==> src/huf_pkg.sv <==
// Shared types and constants for the Huffman table encoder and bit packer.
// No dependencies; every other source file but huf_ram imports this package.
package huf_pkg;

  localparam int BYTE_W      = 8;
  localparam int PEND_W      = 7;
  localparam int CNT_W       = 3;
  localparam int CODE_W      = 32;
  localparam int LEN_W       = 6;
  localparam int SYM_W       = 8;
  localparam int ACT_W       = 2;
  localparam int ACC_W       = PEND_W + CODE_W;
  localparam int REM_W       = 6;
  localparam int QUEUE_DEPTH = 4;
  localparam int QPTR_W      = 2;
  localparam int QCNT_W      = 3;

  // Input action codes; the fourth code is unused and ignored.
  typedef enum logic [ACT_W-1:0] {
    ACT_LOAD   = 2'd0,
    ACT_ENCODE = 2'd1,
    ACT_FLUSH  = 2'd2
  } action_e;

  // Work handed from the front end to the packer.
  typedef enum logic {
    OP_ENCODE = 1'b0,
    OP_FLUSH  = 1'b1
  } op_e;

  typedef struct packed {
    op_e               op;
    logic [CODE_W-1:0] word;
    logic [LEN_W-1:0]  len;
  } item_t;

  typedef struct packed {
    logic              nonempty;
    logic [QCNT_W-1:0] count;
  } q_stat_t;

endpackage

==> src/huf_fifo.sv <==
// Short queue of packer work between the front end and the packer.
// Depends on huf_pkg.
module huf_fifo (
  input  logic            clk_i,
  input  logic            rst_ni,
  input  logic            push_i,
  input  huf_pkg::item_t  push_item_i,
  input  logic            pop_i,
  output huf_pkg::item_t  head_o,
  output huf_pkg::q_stat_t stat_o
);
  import huf_pkg::*;

  item_t             mem_q [QUEUE_DEPTH];
  logic [QPTR_W-1:0] wr_ptr_q, wr_ptr_d;
  logic [QPTR_W-1:0] rd_ptr_q, rd_ptr_d;
  logic [QCNT_W-1:0] count_q, count_d;

  always_comb begin
    wr_ptr_d = wr_ptr_q;
    rd_ptr_d = rd_ptr_q;
    count_d  = count_q;
    if (push_i) begin
      wr_ptr_d = wr_ptr_q + QPTR_W'(1);
    end
    if (pop_i) begin
      rd_ptr_d = rd_ptr_q + QPTR_W'(1);
    end
    if (push_i && !pop_i) begin
      count_d = count_q + QCNT_W'(1);
    end else if (!push_i && pop_i) begin
      count_d = count_q - QCNT_W'(1);
    end
  end

  always_ff @(posedge clk_i or negedge rst_ni) begin
    if (!rst_ni) begin
      wr_ptr_q <= '0;
      rd_ptr_q <= '0;
      count_q  <= '0;
    end else begin
      wr_ptr_q <= wr_ptr_d;
      rd_ptr_q <= rd_ptr_d;
      count_q  <= count_d;
    end
  end

  always_ff @(posedge clk_i) begin
    if (push_i) begin
      mem_q[wr_ptr_q] <= push_item_i;
    end
  end

  assign head_o          = mem_q[rd_ptr_q];
  assign stat_o.nonempty = (count_q != '0);
  assign stat_o.count    = count_q;

  a_no_overflow: assert property (@(posedge clk_i) disable iff (!rst_ni)
    push_i |-> (count_q < QCNT_W'(QUEUE_DEPTH)) || pop_i)
    else $error("queue written while full");

  a_no_underflow: assert property (@(posedge clk_i) disable iff (!rst_ni)
    pop_i |-> count_q != '0)
    else $error("queue read while empty");

endmodule

==> config.mk <==
export PLATFORM = sky130hd
export DESIGN_NAME = huf_fifo
export DESIGN_NICKNAME = d
export VERILOG_FILES = /design/src/huf_pkg.sv /design/src/huf_fifo.sv
export SDC_FILE = /design/constraint.sdc
export NUM_CORES = 1
export LEC_CHECK = 0
export BUFFER_PORTS_ARGS = -buffer_cell sky130_fd_sc_hd__buf_2
export CORE_MARGIN = 2
export CORE_UTILIZATION = 51
export CTS_CLUSTER_DIAMETER = 50
export DETAILED_ROUTE_END_ITERATION = 10
export GPL_TIMING_DRIVEN = 0
export PLACE_DENSITY_LB_ADDON = 0.05
export SETUP_SLACK_MARGIN = 0.2
export SLEW_MARGIN = 15
export SYNTH_ARGS = -nofsm -noshare
export SYNTH_HDL_FRONTEND = slang
export SYNTH_SLANG_ARGS = --single-unit
==> constraint.sdc <==
create_clock -name clk_i -period 1.9 [get_ports clk_i]
set_input_delay 0.38 -clock clk_i [delete_from_list [all_inputs] [get_ports clk_i]]
set_output_delay 0.38 -clock clk_i [all_outputs]
set_load 0.01 [all_outputs]
==> flow_summary.ini <==
[outcome]
status = finished, violations left
violations = DRC, setup timing

[worst_setup_path]
r2r_slack_ns = 0.28
path_buf_inv = 3
worstPathArrival_ns = 1.76
crit_path_end_kind = primary output
critical_path_required_ns = 1.52
cp_slowest_cell = mux4_2
cp_top_family = multiplexers
r2r_cells = 3
cpMostUsedCell = buf_6
cp.depth = 4
regToRegStartpoint = wr_ptr_q[0]
worstSetupStartpointType = register
r2r_end = mem_q[2][34]
crit_chain = buf_6 > buf_12 > mux4_2 > buf_6
max_stage_delay_ns = 0.55
path_class = register to primary output
crit_fanout = 10

[final_layout]
diodes = 0
layout-drive-gt1-share = 0.4834
nNetsFinal = 398
fillers = 786
syn_to_final_growth_pct = 23.49
fin_area_um2 = 7486

[floorplan]
dieArea_um2 = 12770
die_x_um = 113.0
die_h_um = 113.0
rows = 39
start_util = 0.5264
ios = 86
coreArea_um2 = 11520

[global_routing]
grt_pass1_wl_um = 15680
grt_pass1_vias = 2923
grtUsageTotal = 0.1721
grtUsageMet2 = 0.2762
grt_busiest_layer = met2
grt_util_met1 = 0.2210
antenna_found_initial = 0
grt_start_max_net_pins = 40
grt-ovfl-total = 0
grt_util_met3 = 0.04981

[timing]
min_period_ns = 2.135
finalSetupViolCount = 39
fmax_mhz = 468.3
whs_ns = 0.1786
slew_headroom = 0.5782
rsz0062_at_grt = true
fin_skew_ns = 0.003538
worst_pin_slew_ns = 0.6327
drv_slew = 0
period_share = 1.124
hold_viol_final = 0
postLayoutSetupSlackWorst_ns = -0.2354

[place]
gp_congestion = 0.6657
dp_hpwl_um = 5491
port_buffers = 85
place_area_um2 = 6671
pre_cts_slack_ns = -0.1139

[yosys]
synthesis.area_um2 = 6062
synth.area.top_cells = edfxtp_1 (77%), mux4_2 (14%), dfrtp_1 (2.9%)
synthArstFlopShare = 0.04294
synth_cells = 237
ys.flop_type = edfxtp_1
synth_area_leader_cell = edfxtp_1
syn_nets = 286
synth_top_area_frac = 0.7728
synth_seq_cells = 163
ys_types = 18
synth_edf_count = 156
synth.yosys.seq_area_share = 0.8017
ys_top_cells_by_count = edfxtp_1 (156), mux4_2 (38), dfrtp_1 (7)
synth_warnings = 0
synth.most_common_cell = edfxtp_1
synth.avg_cell_area_um2 = 25.58

[detailed_routing]
drtIter0Drc = 193
drt-vias-per-instance = 5.337
post-route-drc-count = 5
wl_per_cell_um = 20.00
vias = 2695
finalWirelength_um = 10100
ant_nets = 0
firstDrtPassIters = 7

[power]
peakVddDrop_v = 0.0008941
p_total_mw = 12.15
powerDensity_nw_per_um2 = 1622
p_leak_nw = 2.655

[clock_tree]
clk_latency_ns = 0.41
htreeDepth = 4
clk_pin_slew_worst_paths_ns = 0.06
cts_tree = built
root_buffer = clkbuf_16
cts_buffers = 17
clkSinkCount = 163
cts.path.max_buffers = 2

[flow_run]
max-cap-violations = 0

[hold_path]
hold_start = push_item_i[35]
whs_path_depth = 1
hp-class = input port to register
hold-path-endpoint = mem_q[0][35]
layout by cell type (no fill, tap or decap), drive strengths merged, types with 3 or more instances in the layout:
master  count
and2        5
inv         4
mux4       39
clkinv      9
buf       100
edfxtp    156
xor2        4
ha          5
clkbuf     19
dfrtp       7
bufinv      3
kinds of logic after synthesis:
logic type,synth area share
compound gates,0.0008248
xor+xnor,0.008669
fa+ha+maj,0.01362
buf+inv,0.02085
flops,0.8017
mux,0.1474
simple gates,0.007017
metal layers:
metal / routed length, um / vias to the layer above / share of wire
met2: 5006 / 62 / 0.50
met3: 428 / 15 / 0.042
met5: 0 / - / 0
met1: 4453 / 1393 / 0.44
met4: 213 / 0 / 0.021
li1: - / 1225 / -
worst register-to-register path, stage by stage (launching register included):
cell	delay (ns)
dfrtp_1	0.43
inv_1	0.11
ha_1	0.14
and2_4	0.56
final cells by class:
type,instances,area (um2),share of cell area
inverters,4,15.01,0.002006
repair buffers,92,653.1,0.08725
multi-input cells,62,1094,0.1461
flip-flops and latches,163,4860,0.6492
plain buffers,9,111.4,0.01488
clock buffers,19,432.9,0.05783
clock inverters,13,141.4,0.01889
well taps,143,178.9,0.02390
sequential cells by signal, summed over array words and instances, names as in the netlist:
register / flops
count_q: 3
wr_ptr_q: 2
rd_ptr_q: 2
mem_q: 156
where the power goes:
part,internal (mW),switching (mW),total [mW]
registers,4.72,0.170,4.89
clock network,2.04,1.26,3.30
logic,2.13,1.83,3.96
total,8.88,3.26,12.1
how the worst max path moves through the flow:
stage / start / to / slack [ns]
floorplan: wr_ptr_q[0] / mem_q[0][0] / 0.34
global placement: wr_ptr_q[1] / mem_q[1][1] / -0.08
detailed placement: wr_ptr_q[0] / mem_q[0][31] / -0.11
CTS: rd_ptr_q[0] / head_o[6] / -0.27
global route: rd_ptr_q[0] / head_o[6] / -0.30
finish: rd_ptr_q[0] / head_o[6] / -0.24
stage by stage:
| stage | utilization | TNS [ns] | cells |
|---|---|---|---|
| 6_report | 0.6500 | -7.456 | 505 |
| 5_1_grt | 0.6500 | -10.23 | 505 |
| 4_1_cts | 0.6414 | -8.722 | 503 |
| 3_5_place_dp | 0.5793 | -10.35 | 465 |
| 3_3_place_gp | 0.5793 | -9.781 | 465 |
| 2_1_floorplan | - | 0 | 237 |
what timing repair did:
item,4_1_cts,5_1_grt
setup buffers,5,1
setup endpoints to repair,196,79
gates cloned,0,1
gates resized for setup,20,15
hold endpoints to repair,7,0
pin swaps,0,2
hold buffers,1,0
No activity file was read; power rests on OpenSTA's default activity.
