### config.mk
export PLATFORM = sky130hd
export DESIGN_NAME = huf_back_flat
export DESIGN_NICKNAME = d
export VERILOG_FILES = /design/src/huf_pkg.sv /design/src/huf_out_if.sv /design/src/huf_back.sv /design/src/flat_wrapper.sv
export SDC_FILE = /design/constraint.sdc
export NUM_CORES = 1
export LEC_CHECK = 0
export ABC_AREA = 1
export BUFFER_PORTS_ARGS = -buffer_cell sky130_fd_sc_hd__clkbuf_2
export CORE_MARGIN = 2
export CORE_UTILIZATION = 60
export DETAILED_ROUTE_END_ITERATION = 8
export GPL_TIMING_DRIVEN = 0
export HOLD_SLACK_MARGIN = 0.06
export PLACE_DENSITY = 0.85
export RECOVER_POWER = 100
export SYNTH_ARGS = -nofsm -noshare
export SYNTH_HDL_FRONTEND = slang
export SYNTH_SLANG_ARGS = --single-unit
### constraint.sdc
create_clock -name clk_i -period 6.6 [get_ports clk_i]
set_input_delay 0.33 -clock clk_i [delete_from_list [all_inputs] [get_ports clk_i]]
set_output_delay 0.33 -clock clk_i [all_outputs]
set_load 0.01 [all_outputs]
### src/huf_pkg.sv
// Shared types and constants for the Huffman table encoder and bit packer.
// No dependencies; every other source file but huf_ram imports this package.
package huf_pkg;

  localparam int BYTE_W      = 8;
  localparam int PEND_W      = 7;
  localparam int CNT_W       = 3;
  localparam int CODE_W      = 32;
  localparam int LEN_W       = 6;
  localparam int SYM_W       = 8;
  localparam int ACT_W       = 2;
  localparam int ACC_W       = PEND_W + CODE_W;
  localparam int REM_W       = 6;
  localparam int QUEUE_DEPTH = 4;
  localparam int QPTR_W      = 2;
  localparam int QCNT_W      = 3;

  // Input action codes; the fourth code is unused and ignored.
  typedef enum logic [ACT_W-1:0] {
    ACT_LOAD   = 2'd0,
    ACT_ENCODE = 2'd1,
    ACT_FLUSH  = 2'd2
  } action_e;

  // Work handed from the front end to the packer.
  typedef enum logic {
    OP_ENCODE = 1'b0,
    OP_FLUSH  = 1'b1
  } op_e;

  typedef struct packed {
    op_e               op;
    logic [CODE_W-1:0] word;
    logic [LEN_W-1:0]  len;
  } item_t;

  typedef struct packed {
    logic              nonempty;
    logic [QCNT_W-1:0] count;
  } q_stat_t;

endpackage

### src/huf_out_if.sv
// Output channel of the Huffman encoder: valid/ready plus one packed byte.
// Depends on huf_pkg.
interface huf_out_if;
  import huf_pkg::*;

  logic              valid;
  logic              ready;
  logic [BYTE_W-1:0] out_byte;
  logic              last;

  modport source (output valid, output out_byte, output last, input ready);
  modport sink   (input valid, input out_byte, input last, output ready);
endinterface

### src/huf_back.sv
// Packer: merges code bits into the pending byte and sends bytes, one per
// cycle unless out_o stalls, through an output register. Depends on huf_pkg, huf_out_if.
module huf_back (
  input  logic             clk_i,
  input  logic             rst_ni,
  input  huf_pkg::item_t   head_i,
  input  huf_pkg::q_stat_t q_stat_i,
  output logic             pop_o,
  huf_out_if.source        out_o
);
  import huf_pkg::*;

  logic [ACC_W-1:0]  acc_q, acc_d;
  logic [REM_W-1:0]  rem_q, rem_d;
  logic              ov_q;
  logic [BYTE_W-1:0] byte_q;
  logic              last_q;

  logic              out_free;
  logic              busy;
  logic              emit;
  logic [BYTE_W-1:0] byte_d;
  logic              last_d;
  logic [CNT_W-1:0]  cnt;
  logic [PEND_W-1:0] pend;
  logic [CODE_W:0]   one_w;
  logic [CODE_W-1:0] code_mask;
  logic [ACC_W-1:0]  merged;
  logic [REM_W-1:0]  merged_rem;
  logic [BYTE_W-1:0] flush_byte;

  assign out_free = !ov_q || out_o.ready;
  assign busy     = rem_q >= REM_W'(BYTE_W);

  // Pending bits are the low bits of the accumulator when not busy.
  assign cnt        = rem_q[CNT_W-1:0];
  assign pend       = acc_q[PEND_W-1:0] & PEND_W'((8'd1 << cnt) - 8'd1);
  assign one_w      = (CODE_W+1)'(1);
  assign code_mask  = CODE_W'((one_w << head_i.len) - one_w);
  assign merged     = (ACC_W'(pend) << head_i.len) | ACC_W'(head_i.word & code_mask);
  assign merged_rem = rem_q + REM_W'(head_i.len);
  assign flush_byte = BYTE_W'(pend) << (4'(BYTE_W) - {1'b0, cnt});

  always_comb begin
    pop_o  = 1'b0;
    emit   = 1'b0;
    byte_d = byte_q;
    last_d = last_q;
    acc_d  = acc_q;
    rem_d  = rem_q;
    if (busy) begin
      // drain the bytes still held from the current code
      if (out_free) begin
        emit   = 1'b1;
        byte_d = BYTE_W'(acc_q >> (rem_q - REM_W'(BYTE_W)));
        rem_d  = rem_q - REM_W'(BYTE_W);
        last_d = rem_d < REM_W'(BYTE_W);
      end
    end else if (q_stat_i.nonempty && out_free) begin
      pop_o = 1'b1;
      unique case (head_i.op)
        OP_ENCODE: begin
          acc_d = merged;
          rem_d = merged_rem;
          if (merged_rem >= REM_W'(BYTE_W)) begin
            emit   = 1'b1;
            byte_d = BYTE_W'(merged >> (merged_rem - REM_W'(BYTE_W)));
            rem_d  = merged_rem - REM_W'(BYTE_W);
            last_d = rem_d < REM_W'(BYTE_W);
          end
        end
        OP_FLUSH: begin
          rem_d = '0;
          if (cnt != '0) begin
            emit   = 1'b1;
            byte_d = flush_byte;
            last_d = 1'b1;
          end
        end
      endcase
    end
  end

  always_ff @(posedge clk_i or negedge rst_ni) begin
    if (!rst_ni) begin
      rem_q <= '0;
      ov_q  <= 1'b0;
    end else begin
      rem_q <= rem_d;
      if (out_free) begin
        ov_q <= emit;
      end
    end
  end

  always_ff @(posedge clk_i) begin
    acc_q <= acc_d;
    if (emit) begin
      byte_q <= byte_d;
      last_q <= last_d;
    end
  end

  assign out_o.valid    = ov_q;
  assign out_o.out_byte = byte_q;
  assign out_o.last     = last_q;

  a_rem_bound: assert property (@(posedge clk_i) disable iff (!rst_ni)
    rem_q <= REM_W'(ACC_W))
    else $error("bit count beyond accumulator");

  a_more_follows: assert property (@(posedge clk_i) disable iff (!rst_ni)
    (ov_q && !last_q) |-> rem_q >= REM_W'(BYTE_W))
    else $error("non-final byte without a full byte behind it");

  a_stall_holds: assert property (@(posedge clk_i) disable iff (!rst_ni)
    (ov_q && !out_o.ready) |=> $stable(rem_q))
    else $error("packer advanced while output stalled");

endmodule

### src/flat_wrapper.sv
// flat-port wrapper written by rule: the top's interface ports become plain ports
module huf_back_flat import huf_pkg::*;
  (clk_i, rst_ni, head_i, q_stat_i, pop_o, out_o_valid, out_o_out_byte, out_o_last, out_o_ready);
  huf_out_if out_o_i ();
  input  logic clk_i;
  input  logic rst_ni;
  input  huf_pkg::item_t head_i;
  input  huf_pkg::q_stat_t q_stat_i;
  output logic pop_o;
  output wire logic [$bits(out_o_i.valid)-1:0] out_o_valid;
  output wire logic [$bits(out_o_i.out_byte)-1:0] out_o_out_byte;
  output wire logic [$bits(out_o_i.last)-1:0] out_o_last;
  input wire logic [$bits(out_o_i.ready)-1:0] out_o_ready;
  assign out_o_valid = out_o_i.valid;
  assign out_o_out_byte = out_o_i.out_byte;
  assign out_o_last = out_o_i.last;
  assign out_o_i.ready = out_o_ready;
  huf_back u_core (.clk_i(clk_i), .rst_ni(rst_ni), .head_i(head_i), .q_stat_i(q_stat_i), .pop_o(pop_o), .out_o(out_o_i));
endmodule
==> impl_summary.txt <==
----------------------------------------------------
[Placement]
  Sum of net half-perimeters after detailed placement ... around 27 mm
  Buffers added on ports ... 52
  Placed cell count ... 1577
  Final weighted congestion in routability-driven placement ... 1.12

[Yosys]
  Xor/xnor cell area share of the yosys netlist ... 0.897%
  Ys Warns ... 0
  Share of the synthesized area in compound gates (AO/OA/AOI/OAI) ... 11.6%
  Proportion of synthesized area in mux cells ... 0.513%
  Synthesized netlist net count ... around 1400
  Average instance area after synthesis ... 5.77 um^2
  Largest family of logic cells by synthesized area ... simple AND/OR/NAND/NOR gates
  Number of distinct library cell variants in the gate-level netlist after synthesis ... 49
  Share of flip-flops with an asynchronous set or reset after synthesis ... 12.7%
  Area of the mapped netlist ... 0.00781 mm^2
  Fraction of the mapped netlist area in simple logic gates ... 54.3%
  Arithmetic-cell share of the synthesized area counting full adders, half adders and majority gates ... 2.98%
  Number of synthesized flops with an enable pin ... 48
  Proportion of synthesized chip area in sequential cells ... 20.7%
  Cell count after synthesis ... between 1000 and 1500
  Top flip-flop cell by instance count after synthesis ... sky130_fd_sc_hd__edfxtp_1
  Synth Register Bits ... 55

[Power and ir drop]
  Largest voltage drop on the vdd net ... 0.000474 V
  Leakage power total ... between 4 and 5 nW
  Power per Cell Area ... between 500 and 600 mW/mm^2

[Floorplan]
  IO Pins ... 57
  Die boundary width ... 118 um
  Chip height ... ~120 um
  Starting Density ... 61.6%
  Number of standard-cell rows in the floorplan ... 41
  Core area ... between 0.01 and 0.015 mm^2
  Die Outline Area ... 0.0139 mm^2

[STA]
  Final Critical Period ... just over 5000 ps
  Number of setup violations in the final report ... 0
  Fin. Hold Viols ... 0
  Worst max-slew margin expressed relative to the limit ... -33.0%
  Final cycle utilization of the critical path ... between 70 and 80%
  Number of pins with negative max-slew slack in the final report ... 40
  Worst Max-Slew Pin Slew ... ~2000 ps
  Post-Route Skew ... approximately 8.1 ps
  RSZ-0062 raised after global routing ... false
  Total Negative Setup Slacks ... 0 ps
  Top achievable clock speed ... 194 MHz

[Clocking]
  H-tree depth ... 2
  Insertion delay of the later-clocked pin in the worst-skew pair ... 300 ps
  TritonCTS clock tree ... yes
  Buffers from clock root to sink, at most ... 2
  TritonCTS Buffers ... 5
  Root Buffer ... sky130_fd_sc_hd__clkbuf_16
  Count of instances resized after the clock tree is built ... 0
  Number of clock sinks ... 55
  Clk pin slew, worst setup/hold paths ... 70 ps

[Detailed routing]
  Detailed-route wire length per cell ... 21.1 um
  Count of unresolved DRC violations after routing ... 0
  Vias per Instance ... 6.73
  Number of DRC markers after the initial detailed-route iteration ... 1920
  Total via count in the routed design ... 10700
  TritonRoute pass-1 iters ... 8
  Total Wirelength ... between 30 and 40 mm
  Detail Route Antenna Nets ... 0

[Global routing]
  Maximum number of pins on one net before global-route repair ... 40
  Grt ovf ... 0
  Tot GR Track Use ... 47.7%
  Initial antenna violation count ... 2
  Via count of the first global-routing pass ... between 9000 and 10000
  First-pass GRT wire length ... 52.1 mm

[Setup path]
  Data required time of the worst path ... around 6800 ps
  Endpoint arrival time on the critical path ... 5330 ps
  WS Path Type ... reg -> reg
  Sort of element at the end of the critical path ... register
  Startpoint Class ... register
  Biggest fanout along the worst timing path ... 10

[Layout]
  Area growth from synthesis to layout ... 7.82%
  NumNets Final ... around 1500
  Share of post-route cells with drive strength above 1 ... about 7%
  Filler-free cell count of the finished design ... around 1600

[Status]
  Violated checks ... capacitance limit, slew limit
  Result of the run ... finished with violations

[Run]
  Max-cap violation count ... 1

[Min path]
  Type of the worst min-delay path ... in -> reg

----------------------------------------------------
## cell families (layout without fill, tap and decap cells)
| logic type | Yosys count | after routing |
|---|---|---|
| other | 0 | 1 |
| and+or+nand+nor | 937 | 937 |
| muxes | 4 | 4 |
| adders and majority gates | 18 | 18 |
| AOI/OAI and AO/OA | 156 | 156 |
| xor gates and xnor gates | 8 | 8 |
| buffers and inverters | 174 | 236 |
| DFF | 55 | 55 |
## path summary, 6_finish.rpt
path / slack [ps] / cells past startpoint / endpoint / startpoint
setup / recovery: 1440 / 21 / u_core.out_o.out_byte[0] / u_core.rem_q[2]
hold / removal: 360 / 4 / u_core.out_o.valid / out_o_ready
setup reg to reg: 1440 / 21 / u_core.out_o.out_byte[0] / u_core.rem_q[2]
hold reg to reg: 670 / 4 / u_core.out_o.valid / u_core.out_o.valid
max in group asynchronous: 5840 / 2 / u_core.rem_q[0] / rst_ni
min in group asynchronous: 460 / 2 / u_core.rem_q[4] / rst_ni
## worst max-delay path: stages (launching register included)
cell	delay, ps
sky130_fd_sc_hd__dfrtp_1	440
sky130_fd_sc_hd__clkbuf_1	330
sky130_fd_sc_hd__inv_1	230
sky130_fd_sc_hd__clkbuf_1	260
sky130_fd_sc_hd__clkbuf_1	290
sky130_fd_sc_hd__clkbuf_1	330
sky130_fd_sc_hd__ha_1	300
sky130_fd_sc_hd__nor2_1	520
sky130_fd_sc_hd__o21ai_0	240
sky130_fd_sc_hd__nor2_1	180
sky130_fd_sc_hd__nand2_1	90
sky130_fd_sc_hd__nor2_1	410
sky130_fd_sc_hd__nand2_1	140
sky130_fd_sc_hd__o21ai_0	390
sky130_fd_sc_hd__nand3_1	140
sky130_fd_sc_hd__nand4_1	150
sky130_fd_sc_hd__nand3_1	100
sky130_fd_sc_hd__nand3_1	140
sky130_fd_sc_hd__nand3_1	110
sky130_fd_sc_hd__nand2_1	120
sky130_fd_sc_hd__nand2_1	60
sky130_fd_sc_hd__nand2_1	70
## sequential cells by signal, summed over array words and instances, names as in the netlist
name                   count
u_core.out_o.valid         1
u_core.out_o.out_byte      8
u_core.acc_q              39
u_core.rem_q               6
u_core.out_o.last          1
## layout by cell type, fill, tap and decap left out, drive strengths merged, types with 2 or more instances in the layout
cell    netlist  layout
nand2       426     426
nand3       363     363
clkbuf       32      98
inv          96      96
nor2         95      95
o21ai        73      73
edfxtp       48      48
a21oi        40      40
nand4        38      38
buf          44      38
ha           17      17
nor3          9       9
a221oi        7       7
dfrtp         7       7
o22ai         6       6
o211ai        6       6
xnor2         5       5
a31oi         5       5
mux2i         4       4
o31ai         4       4
a32o          4       4
xor2          3       3
nand3b        3       3
clkinv        2       3
nor4          2       2
o221ai        2       2
a21boi        2       2
## power by group
part           internal, W  switching (W)  leakage [nW]  total [W]
clock network     0.000140       0.000115        0.0679   0.000255
registers         0.000476      0.0000604         0.522   0.000537
logic              0.00114        0.00271          3.60    0.00385
## cell type report
class | instances | area (um^2)
inverter | 98 | 368
clock buffer | 7 | 133
antenna | 1 | 2.50
timing repair buffer | 54 | 259
fill | 1241 | 4250
multi-input combinational | 1123 | 5480
clock inverter | 1 | 5.00
sequential | 55 | 1620
buffer | 76 | 335
tap | 172 | 215
## per-stage QoR
| step | total power, W | setup slack, ps | util (%) | instance area (um^2) | hold slack, ps |
|---|---|---|---|---|---|
| 2_1_floorplan | 0.00314 | 2940 | - | 7810 | 34.4 |
| 3_3_place_gp | 0.00412 | 1880 | 65.4 | 8280 | 178 |
| 3_5_place_dp | 0.00417 | 2030 | 65.6 | 8310 | 178 |
| 4_1_cts | 0.00443 | 1980 | 66.8 | 8460 | 353 |
| 5_1_grt | 0.00498 | 1260 | 66.4 | 8420 | 376 |
| 6_report | 0.00464 | 1440 | 66.4 | 8420 | 356 |
## cells in the mapped netlist, types with 2 or more instances
cell type                    n  area, um^2
sky130_fd_sc_hd__nand3_2     9        90.1
sky130_fd_sc_hd__o221ai_1    2        17.5
sky130_fd_sc_hd__nand3b_1    2        15.0
sky130_fd_sc_hd__nand2_2     6        37.5
sky130_fd_sc_hd__nor2_1     83         312
sky130_fd_sc_hd__o22ai_1     6        37.5
sky130_fd_sc_hd__inv_1      89         334
sky130_fd_sc_hd__a221oi_1    7        61.3
sky130_fd_sc_hd__buf_1      22        82.6
sky130_fd_sc_hd__nor2_4      4        45.0
sky130_fd_sc_hd__ha_1       17         213
sky130_fd_sc_hd__nor4_1      2        12.5
sky130_fd_sc_hd__mux2i_1     4        40.0
sky130_fd_sc_hd__nand2_1   420        1580
sky130_fd_sc_hd__o211ai_1    6        45.0
sky130_fd_sc_hd__a31oi_1     5        31.3
sky130_fd_sc_hd__nor3_1      8        40.0
sky130_fd_sc_hd__buf_6       3        33.8
sky130_fd_sc_hd__buf_2      16        80.1
sky130_fd_sc_hd__a21oi_1    40         200
sky130_fd_sc_hd__a32o_1      4        40.0
sky130_fd_sc_hd__nand4_2     2        25.0
sky130_fd_sc_hd__o31ai_1     4        30.0
sky130_fd_sc_hd__dfrtp_1     7         175
sky130_fd_sc_hd__o21ai_0    68         340
sky130_fd_sc_hd__nand4_1    36         225
sky130_fd_sc_hd__nand3_1   354        1770
sky130_fd_sc_hd__edfxtp_1   48        1440
sky130_fd_sc_hd__o21ai_1     5        25.0
sky130_fd_sc_hd__buf_4       3        22.5
sky130_fd_sc_hd__nor2_2      8        50.1
sky130_fd_sc_hd__xnor2_1     5        43.8
sky130_fd_sc_hd__clkinv_1    2        7.51
sky130_fd_sc_hd__xor2_1      3        26.3
sky130_fd_sc_hd__clkbuf_1   32         120
sky130_fd_sc_hd__inv_2       7        26.3
## timing repair
action | CTS | global route
hold endpoints to repair | 7 | 0
endpoints found under the setup margin | 0 | 0
setup buffers | 0 | 0
hold buffers | 1 | 0
## metal layers
| layer | track usage, % | wire, um | vias to the layer above |
|---|---|---|---|
| met3 | 12.4 | 4770 | 283 |
| met4 | 34.3 | 3190 | 2 |
| li1 | - | - | 4764 |
| met5 | 0 | 18 | - |
| met2 | 73.6 | 14200 | 959 |
| met1 | 57.3 | 11200 | 4665 |
(Power assumes the default switching activity.)
